[src/fcs_pkg.sv]
// Shared types, codes and constants of the flash command sequencer.
package fcs_pkg;

   localparam int unsigned WORD_W = 32;

   // Input op codes
   localparam logic [1:0] REQ_TICK   = 2'd0;
   localparam logic [1:0] REQ_PROG   = 2'd1;
   localparam logic [1:0] REQ_ERASE  = 2'd2;
   localparam logic [1:0] REQ_VERIFY = 2'd3;

   // Operation codes, also the index of the per-operation state
   localparam logic [1:0] OPC_PROG   = 2'd0;
   localparam logic [1:0] OPC_ERASE  = 2'd1;
   localparam logic [1:0] OPC_VERIFY = 2'd2;
   localparam int unsigned NUM_OPS = 3;

   // Service order of the operation machines on a tick
   localparam logic [1:0] OP_ORDER [NUM_OPS] = '{OPC_ERASE, OPC_VERIFY, OPC_PROG};

   // Result kinds
   localparam logic [2:0] KIND_REPLY  = 3'd0;
   localparam logic [2:0] KIND_KEY    = 3'd1;
   localparam logic [2:0] KIND_START  = 3'd2;
   localparam logic [2:0] KIND_DATA   = 3'd3;
   localparam logic [2:0] KIND_CLEAR  = 3'd4;
   localparam logic [2:0] KIND_RELOCK = 3'd5;
   localparam logic [2:0] KIND_DONE   = 3'd6;

   // Result codes
   localparam logic [2:0] RC_DEFAULT  = 3'd0;
   localparam logic [2:0] RC_OK       = 3'd1;
   localparam logic [2:0] RC_BUSY     = 3'd2;
   localparam logic [2:0] RC_ADDR_ERR = 3'd3;
   localparam logic [2:0] RC_ERROR    = 3'd4;

   // Unlock keys
   localparam logic [WORD_W-1:0] KEY_FIRST  = 32'h00ac_7811;
   localparam logic [WORD_W-1:0] KEY_SECOND = 32'h0123_4567;

   // Configuration registers
   localparam logic CSR_FLASH_BASE = 1'b0;
   localparam logic CSR_FLASH_END  = 1'b1;
   localparam logic [WORD_W-1:0] FLASH_BASE_RESET = 32'h0800_0000;
   localparam logic [WORD_W-1:0] FLASH_END_RESET  = 32'h0802_0000;

   // Command queue between front and back
   localparam int unsigned CMDQ_DEPTH = 4;
   localparam logic [2:0]  CMDQ_FULL  = 3'd4;

   // Result queue in the back part; a command commits only with room for two results
   localparam int unsigned RESQ_DEPTH = 4;
   localparam logic [2:0]  RESQ_ROOM  = 3'd2;

   // One-hot phases, shared by the unlock machine and the operation machines
   typedef enum logic [3:0] {
      PH_IDLE  = 4'b0001,
      PH_CHECK = 4'b0010,
      PH_WAIT  = 4'b0100,
      PH_OVER  = 4'b1000
   } phase_type;

   typedef struct packed {
      logic              is_req;
      logic [1:0]        req_op;
      logic [WORD_W-1:0] address;
      logic [WORD_W-1:0] word;
      logic              ctrl_locked;
      logic              ctrl_busy;
      logic              end_of_op;
      logic [2:0]        fault;      // indexed by operation code
   } fcs_cmd_type;

   typedef struct packed {
      logic [2:0]        kind;
      logic [WORD_W-1:0] target;
      logic [WORD_W-1:0] payload;
      logic [1:0]        operation;
      logic [2:0]        result_code;
      logic              last;
   } fcs_result_type;

   function automatic fcs_result_type mk_result(
      input logic [2:0]        kind,
      input logic [WORD_W-1:0] target,
      input logic [WORD_W-1:0] payload,
      input logic [1:0]        operation,
      input logic [2:0]        code
   );
      fcs_result_type r;
      r.kind        = kind;
      r.target      = target;
      r.payload     = payload;
      r.operation   = operation;
      r.result_code = code;
      r.last        = 1'b0;
      return r;
   endfunction

endpackage

[src/fcs_if.sv]
// Request and response channel interfaces of the flash command sequencer.
interface fcs_req_if;
   logic        valid;
   logic        ready;
   logic [1:0]  op;
   logic [31:0] address;
   logic [31:0] word;
   logic        ctrl_locked;
   logic        ctrl_busy;
   logic        end_of_op;
   logic        prog_fault;
   logic        erase_fault;
   logic        verify_fault;
   logic        low_voltage;

   modport source (
      output valid, op, address, word, ctrl_locked, ctrl_busy, end_of_op,
             prog_fault, erase_fault, verify_fault, low_voltage,
      input  ready
   );
   modport sink (
      input  valid, op, address, word, ctrl_locked, ctrl_busy, end_of_op,
             prog_fault, erase_fault, verify_fault, low_voltage,
      output ready
   );
endinterface

interface fcs_rsp_if;
   logic        valid;
   logic        ready;
   logic [2:0]  kind;
   logic [31:0] target;
   logic [31:0] payload;
   logic [1:0]  operation;
   logic [2:0]  result_code;
   logic        last;

   modport source (
      output valid, kind, target, payload, operation, result_code, last,
      input  ready
   );
   modport sink (
      input  valid, kind, target, payload, operation, result_code, last,
      output ready
   );
endinterface

[src/fcs_front.sv]
// Front part: accepts requests, drops low-voltage ticks, decodes into commands.
module fcs_front
   import fcs_pkg::*;
(
   input  logic        clock,
   input  logic        reset,
   fcs_req_if.sink     req_if,
   output logic        cmd_valid,
   input  logic        cmd_ready,
   output fcs_cmd_type cmd
);

   logic        cmd_valid_ff, cmd_valid_in;
   fcs_cmd_type cmd_ff, cmd_in;
   logic        accept, keep, take;

   assign take         = cmd_valid_ff && cmd_ready;
   assign req_if.ready = !cmd_valid_ff || cmd_ready;
   assign accept       = req_if.valid && req_if.ready;
   // A tick under low voltage does nothing: drop it here
   assign keep         = (req_if.op != REQ_TICK) || !req_if.low_voltage;

   always_comb begin
      cmd_in.is_req      = (req_if.op != REQ_TICK);
      cmd_in.req_op      = req_if.op - 2'd1;
      cmd_in.address     = req_if.address;
      cmd_in.word        = req_if.word;
      cmd_in.ctrl_locked = req_if.ctrl_locked;
      cmd_in.ctrl_busy   = req_if.ctrl_busy;
      cmd_in.end_of_op   = req_if.end_of_op;
      cmd_in.fault       = {req_if.verify_fault, req_if.erase_fault, req_if.prog_fault};
      cmd_valid_in       = (cmd_valid_ff && !take) || (accept && keep);
   end

   always_ff @(posedge clock) begin
      if (reset) begin
         cmd_valid_ff <= 1'b0;
      end else begin
         cmd_valid_ff <= cmd_valid_in;
      end
   end

   always_ff @(posedge clock) begin
      if (accept) begin
         cmd_ff <= cmd_in;
      end
   end

   assign cmd_valid = cmd_valid_ff;
   assign cmd       = cmd_ff;

endmodule

[src/fcs_queue.sv]
// Command queue between the front and back parts.
module fcs_queue
   import fcs_pkg::*;
(
   input  logic        clock,
   input  logic        reset,
   input  logic        push_valid,
   output logic        push_ready,
   input  fcs_cmd_type push_data,
   output logic        pop_valid,
   input  logic        pop_ready,
   output fcs_cmd_type pop_data
);

   fcs_cmd_type mem_ff [CMDQ_DEPTH];
   logic [1:0]  wr_ptr_ff, wr_ptr_in;
   logic [1:0]  rd_ptr_ff, rd_ptr_in;
   logic [2:0]  count_ff, count_in;
   logic        push, pop;

   assign push_ready = (count_ff != CMDQ_FULL);
   assign pop_valid  = (count_ff != 3'd0);
   assign push       = push_valid && push_ready;
   assign pop        = pop_valid && pop_ready;
   assign pop_data   = mem_ff[rd_ptr_ff];

   always_comb begin
      wr_ptr_in = push ? wr_ptr_ff + 2'd1 : wr_ptr_ff;
      rd_ptr_in = pop  ? rd_ptr_ff + 2'd1 : rd_ptr_ff;
      count_in  = count_ff + {2'd0, push} - {2'd0, pop};
   end

   always_ff @(posedge clock) begin
      if (reset) begin
         wr_ptr_ff <= 2'd0;
         rd_ptr_ff <= 2'd0;
         count_ff  <= 3'd0;
      end else begin
         wr_ptr_ff <= wr_ptr_in;
         rd_ptr_ff <= rd_ptr_in;
         count_ff  <= count_in;
      end
   end

   always_ff @(posedge clock) begin
      if (push) begin
         mem_ff[wr_ptr_ff] <= push_data;
      end
   end

endmodule

[src/fcs_back.sv]
// Back part: unlock and operation machines, configuration and result queue.
module fcs_back
   import fcs_pkg::*;
(
   input  logic              clock,
   input  logic              reset,
   input  logic              csr_we,
   input  logic              csr_index,
   input  logic [WORD_W-1:0] csr_wdata,
   input  logic              cmd_valid,
   output logic              cmd_ready,
   input  fcs_cmd_type       cmd,
   fcs_rsp_if.source         rsp_if
);

   // Configuration
   logic [WORD_W-1:0] flash_base_ff, flash_end_ff;

   // Sequencer state
   phase_type         unlock_phase_ff, unlock_phase_in;
   logic              unlocked_ff, unlocked_in;
   phase_type         op_phase_ff [NUM_OPS];
   phase_type         op_phase_in [NUM_OPS];
   logic [2:0]        pending_ff, pending_in;
   logic [WORD_W-1:0] op_address_ff [NUM_OPS];
   logic [WORD_W-1:0] op_address_in [NUM_OPS];
   logic [WORD_W-1:0] prog_word_ff, prog_word_in;
   logic [2:0]        op_result_ff [NUM_OPS];
   logic [2:0]        op_result_in [NUM_OPS];

   // Results of the command at the queue head
   fcs_result_type    res_arr [2];
   logic [1:0]        res_n;
   logic [1:0]        k;
   logic [WORD_W-1:0] cur_addr;
   logic              any_pending, all_idle, commit;

   // Result queue
   fcs_result_type    rq_mem_ff [RESQ_DEPTH];
   logic [1:0]        rq_wr_ff, rq_wr_in;
   logic [1:0]        rq_rd_ff, rq_rd_in;
   logic [2:0]        rq_count_ff, rq_count_in;
   logic              rq_pop;

   assign cmd_ready = (rq_count_ff <= RESQ_ROOM);
   assign commit    = cmd_valid && cmd_ready;

   always_comb begin
      unlock_phase_in = unlock_phase_ff;
      unlocked_in     = unlocked_ff;
      op_phase_in     = op_phase_ff;
      pending_in      = pending_ff;
      op_address_in   = op_address_ff;
      prog_word_in    = prog_word_ff;
      op_result_in    = op_result_ff;
      res_arr[0]      = '0;
      res_arr[1]      = '0;
      res_n           = 2'd0;
      k               = OPC_PROG;
      cur_addr        = '0;
      all_idle        = 1'b0;
      any_pending     = |pending_ff;

      if (cmd.is_req) begin
         if (pending_ff[cmd.req_op]) begin
            res_arr[0] = mk_result(KIND_REPLY, '0, '0, cmd.req_op, RC_BUSY);
         end else begin
            op_address_in[cmd.req_op] = cmd.address;
            if (cmd.req_op == OPC_PROG) begin
               prog_word_in = cmd.word;
            end
            pending_in[cmd.req_op]   = 1'b1;
            op_result_in[cmd.req_op] = RC_DEFAULT;
            res_arr[0] = mk_result(KIND_REPLY, '0, '0, cmd.req_op, RC_OK);
         end
         res_n = 2'd1;
      end else begin
         unique case (unlock_phase_ff)
            PH_IDLE: begin
               if (any_pending) begin
                  unlock_phase_in = PH_CHECK;
               end
            end
            PH_CHECK: begin
               if (cmd.ctrl_locked) begin
                  res_arr[0] = mk_result(KIND_KEY, '0, KEY_FIRST, OPC_PROG, RC_DEFAULT);
                  res_arr[1] = mk_result(KIND_KEY, '0, KEY_SECOND, OPC_PROG, RC_DEFAULT);
                  res_n      = 2'd2;
               end else begin
                  unlock_phase_in = PH_WAIT;
               end
            end
            PH_WAIT: begin
               unlocked_in     = 1'b1;
               unlock_phase_in = PH_OVER;
            end
            PH_OVER: begin
               if (!any_pending) begin
                  res_arr[0]      = mk_result(KIND_RELOCK, '0, '0, OPC_PROG, RC_DEFAULT);
                  res_n           = 2'd1;
                  unlocked_in     = 1'b0;
                  unlock_phase_in = PH_IDLE;
               end
            end
            default: begin
               unlock_phase_in = PH_IDLE;
            end
         endcase

         // Operation machines, in service order; each sees the phases left by the ones before
         if (unlocked_in && !cmd.ctrl_busy) begin
            for (int i = 0; i < NUM_OPS; i++) begin
               k        = OP_ORDER[i];
               cur_addr = op_address_ff[k];
               all_idle = (op_phase_in[0] == PH_IDLE) && (op_phase_in[1] == PH_IDLE)
                          && (op_phase_in[2] == PH_IDLE);
               unique case (op_phase_in[k])
                  PH_IDLE: begin
                     if (all_idle && pending_ff[k]) begin
                        op_phase_in[k] = PH_CHECK;
                     end
                  end
                  PH_CHECK: begin
                     if ((cur_addr >= flash_base_ff) && (cur_addr < flash_end_ff)) begin
                        res_arr[res_n[0]] = mk_result(KIND_START, cur_addr, '0, k, RC_DEFAULT);
                        res_n = res_n + 2'd1;
                        if (k == OPC_PROG) begin
                           res_arr[res_n[0]] = mk_result(KIND_DATA, cur_addr, prog_word_ff,
                                                         OPC_PROG, RC_DEFAULT);
                           res_n = res_n + 2'd1;
                        end
                        op_phase_in[k] = PH_WAIT;
                     end else begin
                        op_result_in[k] = RC_ADDR_ERR;
                        op_phase_in[k]  = PH_OVER;
                     end
                  end
                  PH_WAIT: begin
                     if (cmd.end_of_op) begin
                        op_result_in[k] = cmd.fault[k] ? RC_ERROR : RC_OK;
                        op_phase_in[k]  = PH_OVER;
                     end
                  end
                  PH_OVER: begin
                     res_arr[res_n[0]] = mk_result(KIND_CLEAR, '0, '0, k, RC_DEFAULT);
                     res_n = res_n + 2'd1;
                     res_arr[res_n[0]] = mk_result(KIND_DONE, cur_addr, '0, k, op_result_ff[k]);
                     res_n = res_n + 2'd1;
                     pending_in[k]  = 1'b0;
                     op_phase_in[k] = PH_IDLE;
                  end
                  default: begin
                     op_phase_in[k] = PH_IDLE;
                  end
               endcase
            end
         end
      end

      // Mark the final result of this command
      if (res_n == 2'd2) begin
         res_arr[1].last = 1'b1;
      end else if (res_n == 2'd1) begin
         res_arr[0].last = 1'b1;
      end
   end

   // Configuration writes
   always_ff @(posedge clock) begin
      if (reset) begin
         flash_base_ff <= FLASH_BASE_RESET;
         flash_end_ff  <= FLASH_END_RESET;
      end else if (csr_we) begin
         unique case (csr_index)
            CSR_FLASH_BASE: flash_base_ff <= csr_wdata;
            CSR_FLASH_END:  flash_end_ff  <= csr_wdata;
            default: begin
            end
         endcase
      end
   end

   // Control state: advance only when the head command commits
   always_ff @(posedge clock) begin
      if (reset) begin
         unlock_phase_ff <= PH_IDLE;
         unlocked_ff     <= 1'b0;
         pending_ff      <= 3'd0;
         for (int i = 0; i < NUM_OPS; i++) begin
            op_phase_ff[i]  <= PH_IDLE;
            op_result_ff[i] <= RC_DEFAULT;
         end
      end else if (commit) begin
         unlock_phase_ff <= unlock_phase_in;
         unlocked_ff     <= unlocked_in;
         pending_ff      <= pending_in;
         op_phase_ff     <= op_phase_in;
         op_result_ff    <= op_result_in;
      end
   end

   always_ff @(posedge clock) begin
      if (commit) begin
         op_address_ff <= op_address_in;
         prog_word_ff  <= prog_word_in;
      end
   end

   // Result queue
   assign rq_pop = rsp_if.valid && rsp_if.ready;

   always_comb begin
      rq_wr_in    = commit ? rq_wr_ff + res_n : rq_wr_ff;
      rq_rd_in    = rq_pop ? rq_rd_ff + 2'd1 : rq_rd_ff;
      rq_count_in = rq_count_ff + (commit ? {1'b0, res_n} : 3'd0) - {2'd0, rq_pop};
   end

   always_ff @(posedge clock) begin
      if (reset) begin
         rq_wr_ff    <= 2'd0;
         rq_rd_ff    <= 2'd0;
         rq_count_ff <= 3'd0;
      end else begin
         rq_wr_ff    <= rq_wr_in;
         rq_rd_ff    <= rq_rd_in;
         rq_count_ff <= rq_count_in;
      end
   end

   always_ff @(posedge clock) begin
      if (commit && (res_n != 2'd0)) begin
         rq_mem_ff[rq_wr_ff] <= res_arr[0];
      end
      if (commit && (res_n == 2'd2)) begin
         rq_mem_ff[rq_wr_ff + 2'd1] <= res_arr[1];
      end
   end

   assign rsp_if.valid       = (rq_count_ff != 3'd0);
   assign rsp_if.kind        = rq_mem_ff[rq_rd_ff].kind;
   assign rsp_if.target      = rq_mem_ff[rq_rd_ff].target;
   assign rsp_if.payload     = rq_mem_ff[rq_rd_ff].payload;
   assign rsp_if.operation   = rq_mem_ff[rq_rd_ff].operation;
   assign rsp_if.result_code = rq_mem_ff[rq_rd_ff].result_code;
   assign rsp_if.last        = rq_mem_ff[rq_rd_ff].last;

endmodule

[src/flash_command_sequencer.sv]
// Top level of the flash command sequencer: front, command queue and back.
//
// Use:
//   req_if carries requests (program, erase, erase verify) and ticks holding the
//   controller status bits; rsp_if returns replies, key writes, start commands,
//   data writes, clear controls, relocks and completions, with last set on the
//   final result of each request. A request causes zero, one or two results.
//   csr_we/csr_index/csr_wdata write flash_base (index 0) and flash_end (index 1);
//   write them only while the block is idle.
// Timing:
//   A request is taken every cycle while the command queue has room. A result
//   passes through one register stage each in the front, the command queue and
//   the result queue before it is presented. The response port moves one result
//   a cycle while rsp_if.ready is high, so the two results of a request leave
//   that port one after the other.
// Reset:
//   Synchronous, active high. Clears the queues, the unlock and operation
//   machines and the pending flags, and loads the default flash window.
// Stall:
//   When rsp_if.ready is low the result queue fills, the back part stops
//   committing, the command queue fills and then req_if.ready drops.
module flash_command_sequencer
   import fcs_pkg::*;
(
   input  logic              clock,
   input  logic              reset,
   fcs_req_if.sink           req_if,
   fcs_rsp_if.source         rsp_if,
   input  logic              csr_we,
   input  logic              csr_index,
   input  logic [WORD_W-1:0] csr_wdata
);

   // Front to queue
   logic        front_valid, front_ready;
   fcs_cmd_type front_cmd;

   // Queue to back
   logic        head_valid, head_ready;
   fcs_cmd_type head_cmd;

   // Accept, classify and register each request; low-voltage ticks are dropped here
   fcs_front u_front (
      .clock     (clock),
      .reset     (reset),
      .req_if    (req_if),
      .cmd_valid (front_valid),
      .cmd_ready (front_ready),
      .cmd       (front_cmd)
   );

   // Decouple the front from stalls in the back
   fcs_queue u_queue (
      .clock      (clock),
      .reset      (reset),
      .push_valid (front_valid),
      .push_ready (front_ready),
      .push_data  (front_cmd),
      .pop_valid  (head_valid),
      .pop_ready  (head_ready),
      .pop_data   (head_cmd)
   );

   // Run the unlock and operation machines, one command per cycle while the result queue has room
   fcs_back u_back (
      .clock     (clock),
      .reset     (reset),
      .csr_we    (csr_we),
      .csr_index (csr_index),
      .csr_wdata (csr_wdata),
      .cmd_valid (head_valid),
      .cmd_ready (head_ready),
      .cmd       (head_cmd),
      .rsp_if    (rsp_if)
   );

endmodule
[src/flat_wrapper.sv]
// flat-port wrapper written by rule: the top's interface ports become plain ports
module flash_command_sequencer_flat import fcs_pkg::*;
  (clock, reset, csr_we, csr_index, csr_wdata, req_if_valid, req_if_op, req_if_address, req_if_word, req_if_ctrl_locked, req_if_ctrl_busy, req_if_end_of_op, req_if_prog_fault, req_if_erase_fault, req_if_verify_fault, req_if_low_voltage, req_if_ready, rsp_if_valid, rsp_if_kind, rsp_if_target, rsp_if_payload, rsp_if_operation, rsp_if_result_code, rsp_if_last, rsp_if_ready);
  fcs_req_if req_if_i ();
  fcs_rsp_if rsp_if_i ();
  input  logic clock;
  input  logic reset;
  input  logic csr_we;
  input  logic csr_index;
  input  logic [WORD_W-1:0] csr_wdata;
  input wire logic [$bits(req_if_i.valid)-1:0] req_if_valid;
  input wire logic [$bits(req_if_i.op)-1:0] req_if_op;
  input wire logic [$bits(req_if_i.address)-1:0] req_if_address;
  input wire logic [$bits(req_if_i.word)-1:0] req_if_word;
  input wire logic [$bits(req_if_i.ctrl_locked)-1:0] req_if_ctrl_locked;
  input wire logic [$bits(req_if_i.ctrl_busy)-1:0] req_if_ctrl_busy;
  input wire logic [$bits(req_if_i.end_of_op)-1:0] req_if_end_of_op;
  input wire logic [$bits(req_if_i.prog_fault)-1:0] req_if_prog_fault;
  input wire logic [$bits(req_if_i.erase_fault)-1:0] req_if_erase_fault;
  input wire logic [$bits(req_if_i.verify_fault)-1:0] req_if_verify_fault;
  input wire logic [$bits(req_if_i.low_voltage)-1:0] req_if_low_voltage;
  output wire logic [$bits(req_if_i.ready)-1:0] req_if_ready;
  output wire logic [$bits(rsp_if_i.valid)-1:0] rsp_if_valid;
  output wire logic [$bits(rsp_if_i.kind)-1:0] rsp_if_kind;
  output wire logic [$bits(rsp_if_i.target)-1:0] rsp_if_target;
  output wire logic [$bits(rsp_if_i.payload)-1:0] rsp_if_payload;
  output wire logic [$bits(rsp_if_i.operation)-1:0] rsp_if_operation;
  output wire logic [$bits(rsp_if_i.result_code)-1:0] rsp_if_result_code;
  output wire logic [$bits(rsp_if_i.last)-1:0] rsp_if_last;
  input wire logic [$bits(rsp_if_i.ready)-1:0] rsp_if_ready;
  assign req_if_i.valid = req_if_valid;
  assign req_if_i.op = req_if_op;
  assign req_if_i.address = req_if_address;
  assign req_if_i.word = req_if_word;
  assign req_if_i.ctrl_locked = req_if_ctrl_locked;
  assign req_if_i.ctrl_busy = req_if_ctrl_busy;
  assign req_if_i.end_of_op = req_if_end_of_op;
  assign req_if_i.prog_fault = req_if_prog_fault;
  assign req_if_i.erase_fault = req_if_erase_fault;
  assign req_if_i.verify_fault = req_if_verify_fault;
  assign req_if_i.low_voltage = req_if_low_voltage;
  assign req_if_ready = req_if_i.ready;
  assign rsp_if_valid = rsp_if_i.valid;
  assign rsp_if_kind = rsp_if_i.kind;
  assign rsp_if_target = rsp_if_i.target;
  assign rsp_if_payload = rsp_if_i.payload;
  assign rsp_if_operation = rsp_if_i.operation;
  assign rsp_if_result_code = rsp_if_i.result_code;
  assign rsp_if_last = rsp_if_i.last;
  assign rsp_if_i.ready = rsp_if_ready;
  flash_command_sequencer u_core (.clock(clock), .reset(reset), .req_if(req_if_i), .rsp_if(rsp_if_i), .csr_we(csr_we), .csr_index(csr_index), .csr_wdata(csr_wdata));
endmodule
[config.mk]
export PLATFORM = sky130hd
export DESIGN_NAME = flash_command_sequencer_flat
export DESIGN_NICKNAME = d
export VERILOG_FILES = /design/src/fcs_pkg.sv /design/src/fcs_if.sv /design/src/fcs_front.sv /design/src/fcs_queue.sv /design/src/fcs_back.sv /design/src/flash_command_sequencer.sv /design/src/flat_wrapper.sv
export SDC_FILE = /design/constraint.sdc
export NUM_CORES = 1
export LEC_CHECK = 0
export BUFFER_PORTS_ARGS = -buffer_cell sky130_fd_sc_hd__buf_2
export CAP_MARGIN = 20
export CORE_MARGIN = 2
export CORE_UTILIZATION = 56
export CTS_BUF_LIST = sky130_fd_sc_hd__clkbuf_8 sky130_fd_sc_hd__clkbuf_16
export DETAILED_ROUTE_END_ITERATION = 7
export GPL_TIMING_DRIVEN = 0
export PLACE_DENSITY_LB_ADDON = 0.3
export SYNTH_ARGS = -nofsm -noshare
export SYNTH_HDL_FRONTEND = slang
export SYNTH_SLANG_ARGS = --single-unit
[constraint.sdc]
create_clock -name clock -period 11.6 [get_ports clock]
set_input_delay 2.32 -clock clock [delete_from_list [all_inputs] [get_ports clock]]
set_output_delay 2.32 -clock clock [all_outputs]
set_load 0.01 [all_outputs]
==> metrics.log, run 1 <==
INFO  metric finalWeightedCongestion = 0.9560
INFO  metric failed_checks = design-rule violations
INFO  metric final_nets = 3492
INFO  metric postLayoutSetupSlackWorst = 4.485 ns
INFO  metric vias = 27260
INFO  metric first_iter_violations = 3324
INFO  metric worst_slew_margin_rel = 0.1397
INFO  metric maxClockFrequency = 0.1405 GHz
INFO  metric area_delta_synth_final = 14.24%
INFO  metric design.die.area = 0.07645 mm^2
INFO  metric numPlacedInstances = 4040
INFO  metric clkTransAtPathRegs = 0.06 ns
INFO  metric clock_tree.htree_level_count = 3
INFO  metric endpoint_of_the_lowest_slack_register_to_register_path = u_core.u_back.rq_mem_ff[2][59]
INFO  metric num_io_pins = 186
INFO  metric grt-ovfl-total = 0
INFO  metric crit_path_end_kind = flip-flop
INFO  metric placement.io_buffers = 185
INFO  metric finish.cell_count_without_fillers = 4209
INFO  metric detailed_place.area = 0.04440 mm^2
INFO  metric synth-edff-count = 785
INFO  metric yosys_warnings = 0
INFO  metric stdcell_area = 0.04750 mm^2
INFO  metric timing.clock.skew = 0.03710 ns
INFO  metric flop_and_latch_count_out_of_synthesis = 897
INFO  metric synth.yosys.seq_area_share = 0.6208
INFO  metric regToRegStartpoint = u_core.u_back.op_address_ff[55]
INFO  metric worst_skew_pair.late_latency = 0.66 ns
INFO  metric syn_area_per_cell = 14.56 um^2
INFO  metric criticalPathCategory = reg -> reg
INFO  metric worstHoldPathType = reg -> reg
INFO  metric clock_sinks = 897
INFO  metric drive_gt1_frac = 0.1779
INFO  metric rr_worst_depth = 21
INFO  metric via_count_of_the_first_global_routing_pass = 26930
INFO  metric groute.usage.overall = 0.2927
INFO  metric chipWidth = 276.5 um
INFO  metric synthesis.nets = 3174
INFO  metric critPathArrivalTime = 7.45 ns
INFO  metric route.final.wire_length = 112.8 mm
INFO  metric detailedPlacementHpwl = 83.13 mm
INFO  metric initial_antenna_violation_count = 2
INFO  metric drc = 2
INFO  metric numCtsBuffers = 90
INFO  metric clockRootBuffer = sky130_fd_sc_hd__clkbuf_16
INFO  metric hold_path_depth = 2
INFO  metric netlist_instances = 2856
INFO  metric yosys.area.top_type = sky130_fd_sc_hd__edfxtp_1
INFO  metric startpoint_type = flip-flop
INFO  metric synthesis.area = 0.04158 mm^2
INFO  metric drv_slew = 0
INFO  metric finalSetupViolations = 0
INFO  metric starting_utilization_of_the_core_area = 0.5680
INFO  metric rsz_0062_raised_after_global_routing = false
INFO  metric detail_route.wl_per_cell = 26.81 um
INFO  metric p_per_area = 193.8 mW/mm^2
INFO  metric outcome = finished with violations
INFO  metric worst_case_hold_path_end_point = u_core.u_back.flash_end_ff[19]
INFO  metric first_pass_grt_wire_length = 168.0 mm
INFO  metric yosysUniqueCellTypes = 88
INFO  metric ys_top_cells_by_area = sky130_fd_sc_hd__edfxtp_1 57%, sky130_fd_sc_hd__mux4_2 7.8%, sky130_fd_sc_hd__ha_1 6.2%, sky130_fd_sc_hd__dfxtp_1 5.4%, sky130_fd_sc_hd__mux2i_1 4.6%
INFO  metric dr.pass1.iters = 8
INFO  metric timing_hold_violations_final = 0
INFO  metric hold_path.startpoint = u_core.u_back.flash_end_ff[19]
INFO  metric power.ir.vdd_worst = 0.0001375 V
INFO  metric clockBufferDepth = 3
INFO  metric antenna_left = 0
INFO  metric tns = 0 ns
INFO  metric detailedPlace.worstSlack = 4.660 ns
INFO  metric cts_tree = yes
INFO  metric worst_slew_pin_slew = 1.273 ns
INFO  metric die_height = 276.5 um
INFO  metric core_box_area = 0.07321 mm^2
INFO  metric synth_ff_type = sky130_fd_sc_hd__edfxtp_1
INFO  metric n_fill_cell = 5094
INFO  metric static-leakage-power = 16.81 nW
INFO  metric regToRegSetupSlack = 4.49 ns
INFO  metric synthDominantCellAreaShare = 0.5669
INFO  metric worst_path_max_fanout = 14
INFO  metric viasPerCell = 6.477
INFO  metric cap_viol_max_count = 0
INFO  metric core.rowCount = 99
INFO  metric final_worst_path_cycle_share = 0.6134
INFO  metric grt_start_max_net_pins = 50
INFO  metric final_period_minus_worst_setup_slack = 7.115 ns
INFO  metric resize_count_post_cts = 0
INFO  metric postCtsSetupRepairBufs = 0
INFO  metric synth_async_sr_flop_share = 0
INFO  metric worst-endpoint-required = 11.94 ns
INFO  metric total_of_hold_buffers_inserted_after_clock_tree_synthesis = 0
==> area by class of cell <==
cell class / count / area, um^2 / share of cell area
clock buffer: 92 / 2302 / 0.04846
sequential: 897 / 25810 / 0.5434
timing repair buffer: 226 / 1544 / 0.03250
inverter: 94 / 352.8 / 0.007427
tap: 959 / 1200 / 0.02526
clock inverter: 75 / 798.3 / 0.01680
buffer: 153 / 653.1 / 0.01375
multi-input combinational: 1712 / 14840 / 0.3123
antenna: 1 / 2.502 / 0.00005268
==> worst max-delay path, cell delays in order (launching register included) <==
cell and delay, ns:
sky130_fd_sc_hd__edfxtp_1 0.53, sky130_fd_sc_hd__ha_1 0.37, sky130_fd_sc_hd__nand4_1 0.16, sky130_fd_sc_hd__nor4_1 1.01, sky130_fd_sc_hd__a221oi_1 0.23, sky130_fd_sc_hd__a21oi_1 0.33
sky130_fd_sc_hd__o311ai_4 0.25, sky130_fd_sc_hd__inv_1 0.14, sky130_fd_sc_hd__ha_1 0.25, sky130_fd_sc_hd__nor2_1 0.13, sky130_fd_sc_hd__a21o_1 0.29, sky130_fd_sc_hd__o311a_1 0.22
sky130_fd_sc_hd__nand3_1 0.16, sky130_fd_sc_hd__o211ai_1 0.24, sky130_fd_sc_hd__nor4_1 0.07, sky130_fd_sc_hd__nand4bb_4 0.31, sky130_fd_sc_hd__nor3_2 0.54, sky130_fd_sc_hd__nor2_1 0.23
sky130_fd_sc_hd__o31ai_4 0.69, sky130_fd_sc_hd__buf_8 0.26, sky130_fd_sc_hd__buf_8 0.21, sky130_fd_sc_hd__buf_16 0.18
==> worst max path at each step <==
stage,startpoint,to,slack [ns]
after floorplan,u_core.u_back.op_address_ff[32],u_core.u_back.rq_mem_ff[2][0],1.80
after global placement,u_core.u_back.op_address_ff[55],u_core.u_back.rq_mem_ff[2][47],-4.21
after detailed placement,u_core.u_back.op_address_ff[55],u_core.u_back.rq_mem_ff[2][45],4.66
after CTS,u_core.u_back.op_address_ff[55],u_core.u_back.rq_mem_ff[2][67],4.60
after global routing,u_core.u_back.op_address_ff[55],u_core.u_back.rq_mem_ff[2][59],4.20
final,u_core.u_back.op_address_ff[55],u_core.u_back.rq_mem_ff[2][59],4.49
==> flip-flops by register name, indices dropped and copies added, names as in the netlist, 2 cells and up, named ones only <==
signal	cells
u_core.u_queue.mem_ff	292
u_core.u_back.pending_ff	3
u_core.u_back.rq_count_ff	3
u_core.u_back.op_result_ff	9
u_core.u_back.rq_wr_ff	2
u_core.u_queue.wr_ptr_ff	2
u_core.u_back.op_address_ff	96
u_core.u_back.flash_base_ff	32
u_core.u_back.rq_mem_ff	292
u_core.u_front.cmd	73
u_core.u_back.rq_rd_ff	2
u_core.u_queue.count_ff	3
u_core.u_back.op_phase_ff	12
u_core.u_back.prog_word_ff	32
u_core.u_queue.rd_ptr_ff	2
u_core.u_back.unlock_phase_ff	4
u_core.u_back.flash_end_ff	32
==> synth_stat cells, types with 5 or more instances <==
master / number
sky130_fd_sc_hd__buf_1: 19
sky130_fd_sc_hd__a211o_1: 5
sky130_fd_sc_hd__a32o_1: 64
sky130_fd_sc_hd__o21ai_1: 12
sky130_fd_sc_hd__nor3_1: 17
sky130_fd_sc_hd__o21ai_0: 82
sky130_fd_sc_hd__a211oi_1: 13
sky130_fd_sc_hd__edfxtp_1: 785
sky130_fd_sc_hd__a22oi_1: 6
sky130_fd_sc_hd__a221o_1: 5
sky130_fd_sc_hd__o211ai_1: 12
sky130_fd_sc_hd__xnor2_1: 6
sky130_fd_sc_hd__a21o_1: 24
sky130_fd_sc_hd__or3_1: 8
sky130_fd_sc_hd__inv_1: 92
sky130_fd_sc_hd__o21a_1: 12
sky130_fd_sc_hd__a31oi_1: 14
sky130_fd_sc_hd__dfxtp_1: 112
sky130_fd_sc_hd__nor4_1: 16
sky130_fd_sc_hd__mux2i_1: 190
sky130_fd_sc_hd__a22o_1: 22
sky130_fd_sc_hd__buf_2: 30
sky130_fd_sc_hd__clkbuf_1: 95
sky130_fd_sc_hd__nand4_1: 36
sky130_fd_sc_hd__and4_1: 5
sky130_fd_sc_hd__and2_1: 12
sky130_fd_sc_hd__a221oi_1: 6
sky130_fd_sc_hd__and3_1: 8
sky130_fd_sc_hd__a32oi_1: 72
sky130_fd_sc_hd__nor2_1: 97
sky130_fd_sc_hd__nor2b_1: 61
sky130_fd_sc_hd__nand3_1: 30
sky130_fd_sc_hd__buf_4: 7
sky130_fd_sc_hd__nand3b_1: 6
sky130_fd_sc_hd__nand2b_1: 13
sky130_fd_sc_hd__nand2_1: 252
sky130_fd_sc_hd__ha_1: 205
sky130_fd_sc_hd__a21oi_1: 173
sky130_fd_sc_hd__mux4_2: 144
==> placed cells by master, fill, tap and decap left out, drive strengths merged, types with 94 or more instances in the layout <==
cell type and instances:
clkbuf 188, nor2 98, dfxtp 112, a21oi 173, ha 205, inv 116
mux4 144, mux2i 190, buf 283, o21ai 94, nand2 253, edfxtp 785
==> report_power, final <==
group          internal (mW)  switching, mW
clock network           1.78           1.24
logic                  0.824           1.15
registers               3.98          0.224
total                   6.59           2.62
==> cell families (layout without fill, tap and decap cells) <==
family / after synthesis / in the layout / share of synthesized area
adders and majority gates: 207 / 207 / 0.06265
other: 0 / 1 / 0
AOI/OAI and AO/OA: 568 / 568 / 0.09593
buffers and inverters: 247 / 640 / 0.02419
xor gates and xnor gates: 10 / 10 / 0.002106
and+or+nand+nor: 586 / 586 / 0.06858
DFF: 897 / 897 / 0.6208
muxes: 341 / 341 / 0.1257
==> stage by stage <==
step	util	hold slack [ns]	total power, mW
finish	0.6489	0.4551	9.205
global route	0.6489	0.4731	9.539
global placement	0.5971	0.4430	6.124
floorplan	-	0.4363	5.403
CTS	0.6488	0.4551	9.239
detailed placement	0.6065	0.4469	6.233
==> per-layer routing <==
| metal | global-route usage | vias to the layer above | wire (um) |
|---|---|---|---|
| met5 | 0 | - | 0 |
| met4 | 0.08477 | 0 | 2951 |
| met3 | 0.04757 | 184 | 10390 |
| met2 | 0.4492 | 1401 | 51210 |
| met1 | 0.4352 | 13710 | 48270 |
| li1 | - | 11970 | - |
(Power assumes the default switching activity.)
==> run 2, diff against run 1 <==
==> constraint.sdc (replaced) <==
create_clock -name clock -period 6.15 [get_ports clock]
set_input_delay 1.23 -clock clock [delete_from_list [all_inputs] [get_ports clock]]
set_output_delay 1.23 -clock clock [all_outputs]
set_load 0.01 [all_outputs]
==> run 2 against run 1 <==
  * The flow now finishes without violations
  * First-iteration DRC count grew 1.8%
  * Routed wire length is 0.58% higher
  * Via count rose by 0.15%
  * Hold slack hardly changed
  * Sequential power increased by 88%
  * Largest cell class unchanged
  * Highest routed layer unchanged
==> metrics.log, run 2 (synthesis gave the netlist of run 1 again) <==
INFO  metric maxClockFrequency = 0.1663 GHz
INFO  metric finalSetupViolations = 0
INFO  metric core_box_area = 0.07321 mm^2
INFO  metric insertedDiodeCount = 0
INFO  metric static-leakage-power = 16.93 nW
INFO  metric num_io_pins = 186
INFO  metric starting_utilization_of_the_core_area = 0.5680
INFO  metric worstHoldPathType = reg -> reg
INFO  metric numCtsBuffers = 91
INFO  metric initial_antenna_violation_count = 1
INFO  metric clockRootBuffer = sky130_fd_sc_hd__clkbuf_16
INFO  metric clock_tree.htree_level_count = 3
INFO  metric placement.io_buffers = 185
INFO  metric detailedPlacementHpwl = 83.12 mm
INFO  metric chipWidth = 276.5 um
INFO  metric critPathArrivalTime = 6.36 ns
INFO  metric worst_skew_pair.late_latency = 0.67 ns
INFO  metric route.final.wire_length = 113.5 mm
INFO  metric criticalPathCategory = reg -> reg
INFO  metric clockBufferDepth = 3
INFO  metric power.ir.vdd_worst = 0.0002863 V
INFO  metric antenna_left = 0
INFO  metric cap_viol_max_count = 0
INFO  metric n_fill_cell = 5151
INFO  metric drc = 0
INFO  metric detail_route.wl_per_cell = 26.92 um
INFO  metric crit_path_end_kind = flip-flop
INFO  metric groute.usage.overall = 0.2948
INFO  metric vias = 27300
INFO  metric outcome = finished clean
INFO  metric timing.clock.skew = 0.02658 ns
INFO  metric final_worst_path_cycle_share = 0.9779
INFO  metric total_of_hold_buffers_inserted_after_clock_tree_synthesis = 0
INFO  metric p_per_area = 361.0 mW/mm^2
INFO  metric clkTransAtPathRegs = 0.07 ns
INFO  metric multi_input_logic_area = 0.01491 mm^2
INFO  metric area.sequential = 0.02581 mm^2
INFO  metric largestRegisters = u_core.u_back.rq_mem_ff (292), u_core.u_queue.mem_ff (292), u_core.u_back.op_address_ff (96)
INFO  metric dr.pass1.iters = 6
INFO  metric grt_start_max_net_pins = 51
INFO  metric core.rowCount = 99
INFO  metric worst-endpoint-required = 6.50 ns
INFO  metric first_iter_violations = 3383
INFO  metric mostFrequentLayoutCells = 785 x sky130_fd_sc_hd__edfxtp_1, 252 x sky130_fd_sc_hd__nand2_1, 216 x sky130_fd_sc_hd__buf_2
INFO  metric timing_hold_violations_final = 0
INFO  metric clock_sinks = 897
INFO  metric final_nets = 3499
INFO  metric worst_path_max_fanout = 16
INFO  metric first_pass_grt_wire_length = 169.0 mm
INFO  metric startpoint_type = flip-flop
INFO  metric worst_slew_margin_rel = 0.2802
INFO  metric drv_slew = 0
INFO  metric drive_gt1_frac = 0.1812
INFO  metric die_height = 276.5 um
INFO  metric final_period_minus_worst_setup_slack = 6.014 ns
INFO  metric rsz_0062_raised_after_global_routing = false
INFO  metric commonest_non_fill_non_tap_cell_in_the_layout = sky130_fd_sc_hd__edfxtp_1
INFO  metric fin_hold_ws = 0.4553 ns
INFO  metric finalWeightedCongestion = 0.9622
INFO  metric design.die.area = 0.07645 mm^2
INFO  metric fin_util = 0.6496
INFO  metric viasPerCell = 6.478
INFO  metric worst_slew_pin_slew = 1.072 ns
INFO  metric area_delta_synth_final = 14.37%
INFO  metric grt-ovfl-total = 0
INFO  metric cts_tree = yes
INFO  metric via_count_of_the_first_global_routing_pass = 27090
[run 2: final timing paths]
path,startpoint,cells after the start,slack (ns),end
max reg2reg,u_core.u_back.op_address_ff[32],22,0.14,u_core.u_back.rq_mem_ff[2][44]
min reg2reg,u_core.u_back.flash_end_ff[28],2,0.46,u_core.u_back.flash_end_ff[28]
min,u_core.u_back.flash_end_ff[28],2,0.46,u_core.u_back.flash_end_ff[28]
max,u_core.u_back.op_address_ff[32],22,0.14,u_core.u_back.rq_mem_ff[2][44]
[run 2: per-layer routing]
metal | GRT usage | vias up | wire length (um)
met5 | 0 | - | 0
met3 | 0.04986 | 160 | 10690
met1 | 0.4416 | 13800 | 49100
met4 | 0.07370 | 0 | 2506
li1 | - | 11980 | -
met2 | 0.4528 | 1371 | 51190
[run 2: where the power goes]
part	internal [mW]	switching, mW	leakage (nW)
clock network	3.14	2.35	1.55
registers	7.50	0.428	8.01
logic	1.56	2.20	7.38
total	12.2	4.98	16.9
[run 2: timing repair]
action | in CTS | in global routing
buffers inserted | 4 | 7
resized for setup | 9 | 3
setup endpoints to repair | 356 | 54
pin swaps | 3 | 5
[run 2: layout make-up]
type,count,share of cell area
clock inverters,74,0.01405
clock buffers,94,0.04875
plain buffers,153,0.01379
flip-flops and latches,897,0.5428
inverters,94,0.007420
repair buffers,232,0.03428
well taps,959,0.02523
multi-input cells,1712,0.3136
[run 2: worst max-delay path: stages (launching register included)]
cell	delay [ns]
sky130_fd_sc_hd__edfxtp_1	0.43
sky130_fd_sc_hd__inv_1	0.14
sky130_fd_sc_hd__ha_1	0.24
sky130_fd_sc_hd__or3b_1	0.36
sky130_fd_sc_hd__o2111ai_1	0.15
sky130_fd_sc_hd__a21oi_1	0.11
sky130_fd_sc_hd__o311a_1	0.44
sky130_fd_sc_hd__o311ai_4	0.44
sky130_fd_sc_hd__inv_1	0.12
sky130_fd_sc_hd__ha_1	0.31
sky130_fd_sc_hd__nor2_1	0.04
sky130_fd_sc_hd__a21o_2	0.26
sky130_fd_sc_hd__ha_1	0.30
sky130_fd_sc_hd__o21a_1	0.33
sky130_fd_sc_hd__a211oi_1	0.32
sky130_fd_sc_hd__buf_2	0.28
sky130_fd_sc_hd__and3_1	0.28
sky130_fd_sc_hd__nand3_4	0.18
sky130_fd_sc_hd__buf_4	0.25
sky130_fd_sc_hd__o31ai_4	0.11
sky130_fd_sc_hd__buf_16	0.22
sky130_fd_sc_hd__buf_16	0.17
sky130_fd_sc_hd__buf_8	0.19
[run 2: through the flow]
step / power, mW / TNS (ns) / area (um^2) / std cells / setup slack [ns]
after floorplan: 10.16 / -34.45 / 41650 / 2856 / -0.4719
after global placement: 11.50 / -902.56 / 43770 / 4000 / -3.623
after detailed placement: 11.73 / -52.71 / 44410 / 4034 / -0.6826
after CTS: 17.20 / 0 / 47480 / 4206 / 0.04775
after global routing: 17.80 / 0 / 47550 / 4215 / 0.02300
final: 17.17 / 0 / 47550 / 4215 / 0.1362
